$ cat config.mk
export PLATFORM = sky130hd
export DESIGN_NAME = mouse_boot_report_to_motion_top
export DESIGN_NICKNAME = d
export VERILOG_FILES = /design/src/design/mbm_pkg.sv /design/src/design/mbm_front.sv /design/src/design/mbm_queue.sv /design/src/design/mbm_back.sv /design/src/design/mouse_boot_report_to_motion_top.sv
export SDC_FILE = /design/constraint.sdc
export NUM_CORES = 1
export LEC_CHECK = 0
export CAP_MARGIN = 40
export CORE_AREA = 2 2 127 129
export CTS_BUF_LIST = sky130_fd_sc_hd__clkbuf_4 sky130_fd_sc_hd__clkbuf_8 sky130_fd_sc_hd__clkbuf_16
export CTS_CLUSTER_DIAMETER = 120
export DETAILED_ROUTE_END_ITERATION = 7
export DIE_AREA = 0 0 129 131
export DONT_BUFFER_PORTS = 1
export GPL_ROUTABILITY_DRIVEN = 0
export PLACE_DENSITY = 0.81
export SLEW_MARGIN = 20
export SYNTH_ARGS = -nofsm -noshare
export SYNTH_HDL_FRONTEND = slang
export SYNTH_SLANG_ARGS = --single-unit
export TNS_END_PERCENT = 1
$ cat constraint.sdc
create_clock -name clk -period 7 [get_ports clk]
set_clock_uncertainty 0.15 [all_clocks]
set_input_delay 2.1 -clock clk [delete_from_list [all_inputs] [get_ports clk]]
set_output_delay 2.1 -clock clk [all_outputs]
set_load 0.01 [all_outputs]
$ cat src/design/mbm_pkg.sv
package mbm_pkg;

  localparam int KNEE = 40;
  localparam int ADDR_W = 3;

  // Register index, taken from address bit 2
  localparam logic [0:0] IDX_RESERVED_MASK = 1'b0;
  localparam logic [7:0] RESERVED_MASK_RESET = 8'hF8;

  localparam logic [2:0] BUTTONS_RIGHT_ONLY = 3'd2;

  typedef enum logic [1:0] {
    ST_OK       = 2'd0,
    ST_SHORT    = 2'd1,
    ST_RESERVED = 2'd2,
    ST_EXTRA    = 2'd3
  } status_t;

  typedef struct packed {
    status_t    status;
    logic [2:0] buttons;
    logic [7:0] raw_x;
    logic [7:0] raw_y;
  } entry_t;

  localparam logic [7:0] CURVE [KNEE] = '{
    8'd1,  8'd1,  8'd2,  8'd2,  8'd3,  8'd4,  8'd5,  8'd6,
    8'd7,  8'd8,  8'd9,  8'd10, 8'd11, 8'd12, 8'd14, 8'd15,
    8'd17, 8'd19, 8'd20, 8'd21, 8'd22, 8'd23, 8'd24, 8'd25,
    8'd26, 8'd28, 8'd29, 8'd30, 8'd32, 8'd33, 8'd34, 8'd35,
    8'd36, 8'd37, 8'd38, 8'd38, 8'd39, 8'd39, 8'd40, 8'd40
  };

  // Map a raw two's complement move onto the acceleration curve
  function automatic logic [7:0] shape(input logic [7:0] raw);
    logic signed [8:0] v;
    logic signed [8:0] t;
    logic signed [8:0] h;
    logic [7:0] m;
    logic [5:0] idx;
    logic [7:0] c;
    logic [7:0] r;
    v = $signed({raw[7], raw});
    m = raw[7] ? 8'(-raw) : raw;
    idx = m[5:0] - 6'd1;
    c = CURVE[idx];
    t = 9'sd0;
    h = 9'sd0;
    if (v < -9'sd40) begin
      // halve toward zero: bias negative values by one before the shift
      t = v + 9'sd40;
      h = (t + $signed({8'd0, t[8]})) >>> 1;
      r = h[7:0] - 8'd40;
    end else if (v > 9'sd40) begin
      t = v - 9'sd40;
      r = {1'b0, t[7:1]} + 8'd40;
    end else if (raw == 8'd0) begin
      r = 8'd0;
    end else begin
      r = raw[7] ? 8'(-c) : c;
    end
    return r;
  endfunction

endpackage

$ cat src/design/mbm_front.sv
module mbm_front import mbm_pkg::*; (
  input  logic       clk,
  input  logic       rst,
  input  logic [7:0] reserved_button_mask,
  input  logic       in_valid,
  output logic       in_ready,
  input  logic [7:0] report_byte,
  input  logic       last_byte,
  output logic       push,
  output entry_t     push_entry,
  input  logic       push_ready
);

  logic [1:0] byte_position;
  logic [7:0] button_byte;
  logic [7:0] raw_x;
  logic [7:0] raw_y;
  logic       extra_seen;
  logic       take;
  logic [7:0] btn_final;
  logic [7:0] y_final;
  logic       extra_final;

  assign in_ready = push_ready;
  assign take     = in_valid && in_ready;
  assign push     = take && last_byte;

  // View of the report including the beat being taken now
  assign btn_final   = (byte_position == 2'd0) ? report_byte : button_byte;
  assign y_final     = (byte_position == 2'd2) ? report_byte : raw_y;
  assign extra_final = extra_seen || (byte_position == 2'd3 && report_byte != 8'd0);

  always_comb begin
    push_entry.buttons = btn_final[2:0];
    push_entry.raw_x   = raw_x;
    push_entry.raw_y   = y_final;
    priority if (byte_position < 2'd2) begin
      push_entry.status = ST_SHORT;
    end else if ((btn_final & reserved_button_mask) != 8'd0) begin
      push_entry.status = ST_RESERVED;
    end else if (extra_final) begin
      push_entry.status = ST_EXTRA;
    end else begin
      push_entry.status = ST_OK;
    end
  end

  always_ff @(posedge clk) begin
    if (rst) begin
      byte_position <= 2'd0;
      extra_seen    <= 1'b0;
      button_byte   <= 8'd0;
      raw_x         <= 8'd0;
      raw_y         <= 8'd0;
    end else if (take) begin
      unique case (byte_position)
        2'd0: button_byte <= report_byte;
        2'd1: raw_x <= report_byte;
        2'd2: raw_y <= report_byte;
        default: ;
      endcase
      if (last_byte) begin
        byte_position <= 2'd0;
        extra_seen    <= 1'b0;
      end else begin
        extra_seen <= extra_final;
        if (byte_position != 2'd3) begin
          byte_position <= byte_position + 2'd1;
        end
      end
    end
  end

endmodule

$ cat src/design/mbm_queue.sv
module mbm_queue import mbm_pkg::*; #(
  parameter int DEPTH = 2
) (
  input  logic   clk,
  input  logic   rst,
  input  logic   wr_valid,
  output logic   wr_ready,
  input  entry_t wr_entry,
  output logic   rd_valid,
  input  logic   rd_ready,
  output entry_t rd_entry
);

  localparam int PTR_W = (DEPTH > 1) ? $clog2(DEPTH) : 1;
  localparam int CNT_W = $clog2(DEPTH + 1);
  localparam logic [PTR_W-1:0] LAST_PTR = PTR_W'(DEPTH - 1);
  localparam logic [CNT_W-1:0] FULL_CNT = CNT_W'(DEPTH);

  entry_t           mem [DEPTH];
  logic [PTR_W-1:0] wr_ptr;
  logic [PTR_W-1:0] rd_ptr;
  logic [CNT_W-1:0] count;
  logic             do_wr;
  logic             do_rd;

  assign wr_ready = (count != FULL_CNT);
  assign rd_valid = (count != '0);
  assign rd_entry = mem[rd_ptr];
  assign do_wr    = wr_valid && wr_ready;
  assign do_rd    = rd_valid && rd_ready;

  always_ff @(posedge clk) begin
    if (do_wr) begin
      mem[wr_ptr] <= wr_entry;
    end
  end

  always_ff @(posedge clk) begin
    if (rst) begin
      wr_ptr <= '0;
      rd_ptr <= '0;
      count  <= '0;
    end else begin
      if (do_wr) begin
        wr_ptr <= (wr_ptr == LAST_PTR) ? '0 : wr_ptr + PTR_W'(1);
      end
      if (do_rd) begin
        rd_ptr <= (rd_ptr == LAST_PTR) ? '0 : rd_ptr + PTR_W'(1);
      end
      priority if (do_wr && !do_rd) begin
        count <= count + CNT_W'(1);
      end else if (do_rd && !do_wr) begin
        count <= count - CNT_W'(1);
      end else begin
        count <= count;
      end
    end
  end

endmodule

$ cat src/design/mbm_back.sv
module mbm_back import mbm_pkg::*; (
  input  logic       clk,
  input  logic       rst,
  input  logic       q_valid,
  output logic       q_ready,
  input  entry_t     q_entry,
  output logic       out_valid,
  input  logic       out_ready,
  output logic [1:0] report_status,
  output logic       click_valid,
  output logic       click_level,
  output logic       x_valid,
  output logic [7:0] x_move,
  output logic       y_valid,
  output logic [7:0] y_move
);

  logic       button_held;
  logic       click_locked;
  logic       lock_releasable;
  logic       button_held_next;
  logic       click_locked_next;
  logic       lock_releasable_next;
  logic       emit;
  logic       level;
  logic       any_btn;
  logic       right_only;
  logic       is_ok;
  logic       pop;
  logic [7:0] mx;
  logic [7:0] my;

  assign q_ready    = !out_valid || out_ready;
  assign pop        = q_valid && q_ready;
  assign is_ok      = (q_entry.status == ST_OK);
  assign any_btn    = (q_entry.buttons != 3'd0);
  assign right_only = (q_entry.buttons == BUTTONS_RIGHT_ONLY);
  assign mx         = shape(q_entry.raw_x);
  assign my         = shape(q_entry.raw_y);

  // Press / release / sticky right-click lock
  always_comb begin
    button_held_next     = button_held;
    click_locked_next    = click_locked;
    lock_releasable_next = lock_releasable;
    emit  = 1'b0;
    level = 1'b0;
    priority if (button_held && any_btn) begin
      emit = 1'b0;
    end else if (!button_held && !any_btn && !click_locked) begin
      emit = 1'b0;
    end else if (right_only && click_locked && !lock_releasable) begin
      emit = 1'b0;
    end else if (!button_held && !any_btn && click_locked) begin
      lock_releasable_next = 1'b1;
    end else if (button_held && !any_btn && !click_locked) begin
      button_held_next = 1'b0;
      emit  = 1'b1;
      level = 1'b0;
    end else if (!button_held && right_only && !click_locked) begin
      click_locked_next    = 1'b1;
      lock_releasable_next = 1'b0;
      emit  = 1'b1;
      level = 1'b1;
    end else if (!button_held && any_btn) begin
      click_locked_next = 1'b0;
      button_held_next  = 1'b1;
      emit  = 1'b1;
      level = 1'b1;
    end else begin
      emit = 1'b0;
    end
  end

  always_ff @(posedge clk) begin
    if (rst) begin
      out_valid       <= 1'b0;
      button_held     <= 1'b0;
      click_locked    <= 1'b0;
      lock_releasable <= 1'b1;
    end else begin
      if (pop) begin
        out_valid <= 1'b1;
      end else if (out_ready) begin
        out_valid <= 1'b0;
      end
      // leave the button machine untouched on a rejected report
      if (pop && is_ok) begin
        button_held     <= button_held_next;
        click_locked    <= click_locked_next;
        lock_releasable <= lock_releasable_next;
      end
    end
  end

  always_ff @(posedge clk) begin
    if (pop) begin
      report_status <= q_entry.status;
      click_valid   <= is_ok && emit;
      click_level   <= is_ok && emit && level;
      x_valid       <= is_ok && (mx != 8'd0);
      x_move        <= is_ok ? mx : 8'd0;
      y_valid       <= is_ok && (my != 8'd0);
      y_move        <= is_ok ? my : 8'd0;
    end
  end

endmodule

$ cat src/design/mouse_boot_report_to_motion_top.sv
// Mouse boot-report converter. Report bytes stream in one beat per cycle, with
// last_byte set on the final byte; each report yields one result beat carrying
// a status (ok, too short, reserved button bit, nonzero extra byte) and, for a
// good report, an optional click level and the curve-shaped X and Y moves.
// A byte is taken every cycle while the report queue has room; a result is
// written into the queue on the edge that takes its last byte, loaded into the
// output register once that register is free, and leaves at up to one per
// cycle while out_ready is high. The queue of QUEUE_DEPTH reports absorbs
// output stalls before in_ready drops. The reserved-button mask sits at byte
// addresses 0 to 3 of the APB port (paddr[2] low) and resets to 0xF8; change it
// only while no report is in flight.
module mouse_boot_report_to_motion_top import mbm_pkg::*; #(
  parameter int QUEUE_DEPTH = 2
) (
  input  logic              clk,
  input  logic              rst,
  input  logic              psel,
  input  logic              penable,
  input  logic              pwrite,
  input  logic [ADDR_W-1:0] paddr,
  input  logic [31:0]       pwdata,
  output logic [31:0]       prdata,
  output logic              pready,
  input  logic              in_valid,
  output logic              in_ready,
  input  logic [7:0]        report_byte,
  input  logic              last_byte,
  output logic              out_valid,
  input  logic              out_ready,
  output logic [1:0]        report_status,
  output logic              click_valid,
  output logic              click_level,
  output logic              x_valid,
  output logic signed [7:0] x_move,
  output logic              y_valid,
  output logic signed [7:0] y_move
);

  logic [7:0] reserved_button_mask;
  logic       hit_mask;
  logic       push;
  logic       push_ready;
  entry_t     push_entry;
  logic       q_valid;
  logic       q_ready;
  entry_t     q_entry;
  logic [7:0] x_bits;
  logic [7:0] y_bits;

  assign pready   = 1'b1;
  assign hit_mask = (paddr[2] == IDX_RESERVED_MASK);
  assign prdata   = hit_mask ? {24'd0, reserved_button_mask} : 32'd0;

  always_ff @(posedge clk) begin
    if (rst) begin
      reserved_button_mask <= RESERVED_MASK_RESET;
    end else if (psel && penable && pwrite && pready && hit_mask) begin
      reserved_button_mask <= pwdata[7:0];
    end
  end

  mbm_front u_front (
    .clk                  (clk),
    .rst                  (rst),
    .reserved_button_mask (reserved_button_mask),
    .in_valid             (in_valid),
    .in_ready             (in_ready),
    .report_byte          (report_byte),
    .last_byte            (last_byte),
    .push                 (push),
    .push_entry           (push_entry),
    .push_ready           (push_ready)
  );

  mbm_queue #(
    .DEPTH (QUEUE_DEPTH)
  ) u_queue (
    .clk      (clk),
    .rst      (rst),
    .wr_valid (push),
    .wr_ready (push_ready),
    .wr_entry (push_entry),
    .rd_valid (q_valid),
    .rd_ready (q_ready),
    .rd_entry (q_entry)
  );

  mbm_back u_back (
    .clk           (clk),
    .rst           (rst),
    .q_valid       (q_valid),
    .q_ready       (q_ready),
    .q_entry       (q_entry),
    .out_valid     (out_valid),
    .out_ready     (out_ready),
    .report_status (report_status),
    .click_valid   (click_valid),
    .click_level   (click_level),
    .x_valid       (x_valid),
    .x_move        (x_bits),
    .y_valid       (y_valid),
    .y_move        (y_bits)
  );

  assign x_move = $signed(x_bits);
  assign y_move = $signed(y_bits);

endmodule
==> impl_metrics.ini <==
[drt]
drc = 0
first_iter_violations = 695
first_pass_iters = 5
ant_nets = 0
routedWlPerCell_um = 15.9
num_vias = 6816
drt-total-wl_um = 17800
avgViaCountPerCell = 6.09

[power]
p_clk_share_pct = 14.2
p_int_mw = 1.83
p_leak_nw = 3.23
seq_power_share_pct = 26.2
vdd_ir_drop_max_v = 0.000208
power.density_mw_per_mm2 = 389
p_sw_mw = 1.54
power_frac_comb_pct = 59.5
p_total_mw = 3.38
sw_frac_of_total_pct = 45.8

[grt]
antenna_found_initial = 0
grt_max_degree = 53
grt_overflow = 0
track_usage_pct = 21.4
use_met1_pct = 28.6
grt_busiest_layer = met2
grt_pass1_wl_um = 29300
globalRouteMet3Util_pct = 4.36
grt_pass1_vias = 6129
met2_usage_pct = 35.2

[place]
port_buffers = 0
place_ws_ps = 1030
dp_hpwl_um = 13000

[sta]
slew_violations = 0
rsz0062_at_grt = false
fin_crit_sh_pct = 86.5
fmax_mhz = 165
final.min_clock_period_ps = 6050
setup_ws_ps = 947
tightestPinTransition_ps = 725
fin_setup_tns_ps = 0
finalHoldViolations = 0
setup_viol = 0
maxSlewHeadroom_pct = 50.3

[worst_setup_path]
cp_cell_sequence = mux2i_4, ha_1, mux2i_1, mux2i_4, inv_1, ha_1, inv_1, nand3_1, nand2_1, mux2i_1, mux2i_1, a32oi_1, buf_4, nand2_1, o21ai_0, ha_1, inv_1, nor4_1, a31oi_1, or3b_1, or4_1, a211o_1
cp.required_ps = 6950
r2r_slack_ps = 950
crit_slowest_cell = or4_1
worstPathArrival_ps = 6000
start_kind = register
crit_fanout = 12
critPathMaxStageDelay_ps = 520
crit_type = register to register
end_kind = register

[floorplanning]
start_util_pct = 53.4
num_rows = 46
coreArea_mm2 = 0.0156
die_h_um = 131
dieWidth_um = 129
dieArea_mm2 = 0.0169
io-pin-count = 108

[clock_tree]
cts_resized = 0
cts_tree = yes
post_cts_buffers = 0
path_clk_slew_ps = 70
clkLatencyLatePin_ps = 350
clkSinkCount = 108
htreeDepth = 3
cts_hold_buf = 0
clock-root-buffer = clkbuf_16
numCtsBuffers = 9
cts_buffer_depth = 2

[synthesis]
synth_flop_cell = edfxtp_1
postSynthAreaPerCell_um2 = 9.08
synthArstFlopShare_pct = 0
synth_area_leaders = edfxtp_1 23%, dfxtp_1 11%, ha_1 6.2%
synth-edff-count = 64
yosysTopAreaCell = edfxtp_1
netlist_area_mm2 = 0.00833
ys_types = 93
synth.most_common_cell = nor2_1
synth_top_cells_by_count = 84 x nor2_1, 68 x a21oi_1, 64 x edfxtp_1, 62 x nand2_1, 50 x o21ai_0
yosys_register_bits = 108
ys_warn_count = 0
synth_top_area_share_pct = 23.1
yosysSeqAreaShare_pct = 33.6
postSynthCellCount = 917

[finish]
syn_to_final_growth_pct = 4.10
nNetsFinal = 991
drive_above_1_share_pct = 10.7
num-fill-cells = 1376
diodes = 0

[min_path]
hold_path.startpoint = u_front.button_byte[5]
hp-class = register to register

[flow_run]
drv_cap = 0

[outcome]
status = complete, no violations
final cells by class:
type                            instances  area, µm²  share of cell area (%)
Inverter                               31        116                    1.34
Sequential cell                       108       2800                    32.3
Clock inverter                          6       53.8                   0.620
Timing Repair Buffer                   12        101                    1.17
Tap cell                              216        270                    3.12
Multi-Input combinational cell        737       5090                    58.7
Clock buffer                           10        233                    2.68
flip-flops by register name (all words and copies together), names as in the netlist, 2 cells and up, named ones only:
name,count
u_front.raw_y,8
u_back.y_move,8
reserved_button_mask,8
u_front.byte_position,2
u_back.report_status,2
u_front.raw_x,8
u_queue.count,2
u_back.x_move,8
u_front.button_byte,8
u_queue.mem,42
power by group through the flow:
stage	registers (mW)	clock network, mW	logic, mW
2_1_floorplan	0.885	0	1.63
3_3_place_gp	0.898	0	1.92
3_5_place_dp	0.902	0	1.96
4_1_cts	0.888	0.488	1.97
5_1_grt	0.901	0.519	2.22
6_report	0.885	0.481	2.01
cells by family (layout without fill, tap and decap cells):
family                   count (synthesis)  after routing  share of synthesized area, %
AND/OR/NAND/NOR                        311            311                          19.6
AO/OA/AOI/OAI                          249            249                          20.0
flip-flops                             108            108                          33.6
buffers and inverters                   95             59                          6.25
multiplexers                            70             70                          9.60
adder cells (fa/ha/maj)                 41             41                          6.16
XOR/XNOR                                41             41                          4.66
other                                    2             25                        0.0902
path summary, 6_finish.rpt:
| path | end | cells past startpoint |
|---|---|---|
| hold / removal | u_front.button_byte[5] | 2 |
| hold reg to reg | u_front.button_byte[5] | 2 |
| setup / recovery | u_back.y_valid | 22 |
| setup reg to reg | u_back.y_valid | 22 |
stage by stage:
stage / util [%] / cell area (µm²) / std cells / hold slack (ps)
3_5_place_dp: 53.7 / 8370 / 1103 / 288
3_3_place_gp: 53.5 / 8350 / 1101 / 286
5_1_grt: 55.6 / 8670 / 1120 / 320
4_1_cts: 55.5 / 8660 / 1119 / 298
2_1_floorplan: - / 8420 / 940 / 275
6_report: 55.6 / 8670 / 1120 / 298
layer usage:
| metal | vias up | part of all wire, % |
|---|---|---|
| li1 | 3347 | - |
| met1 | 3225 | 46 |
| met2 | 219 | 47 |
| met3 | 25 | 5.5 |
| met4 | 0 | 1.7 |
| met5 | - | 0 |
cells in the final DEF, fill, tap and decap left out, types with 8 or more instances in the layout:
| master | Yosys | final |
|---|---|---|
| o31ai_1 | 9 | 9 |
| inv_1 | 28 | 28 |
| nand2_1 | 62 | 62 |
| and2_1 | 11 | 11 |
| conb_1 | 2 | 25 |
| nand3b_1 | 9 | 9 |
| ha_1 | 41 | 41 |
| nor2_1 | 84 | 84 |
| xor2_1 | 10 | 10 |
| a211oi_1 | 10 | 10 |
| a31oi_1 | 18 | 18 |
| nand2b_1 | 8 | 8 |
| o211ai_1 | 12 | 12 |
| clkbuf_16 | 0 | 9 |
| mux2i_1 | 33 | 33 |
| edfxtp_1 | 64 | 64 |
| and3_1 | 11 | 11 |
| xnor2_1 | 28 | 28 |
| a22oi_1 | 9 | 9 |
| nand3_1 | 32 | 32 |
| a21oi_1 | 68 | 68 |
| o21ai_0 | 50 | 50 |
| dfxtp_1 | 44 | 43 |
| nor4_1 | 8 | 8 |
| nor2b_1 | 18 | 18 |
| mux2_2 | 30 | 30 |
| buf_4 | 26 | 9 |
| nor3_1 | 25 | 25 |
worst max-delay path, delay by kind of cell (launching register included):
family          cells  cell delay [ps]
simple gates        6             1780
compound gates      4              750
buf+inv             4              520
flops               1              410
fa+ha+maj           3              650
mux                 5             1530
Note: power is estimated with default switching activity, not from simulation.
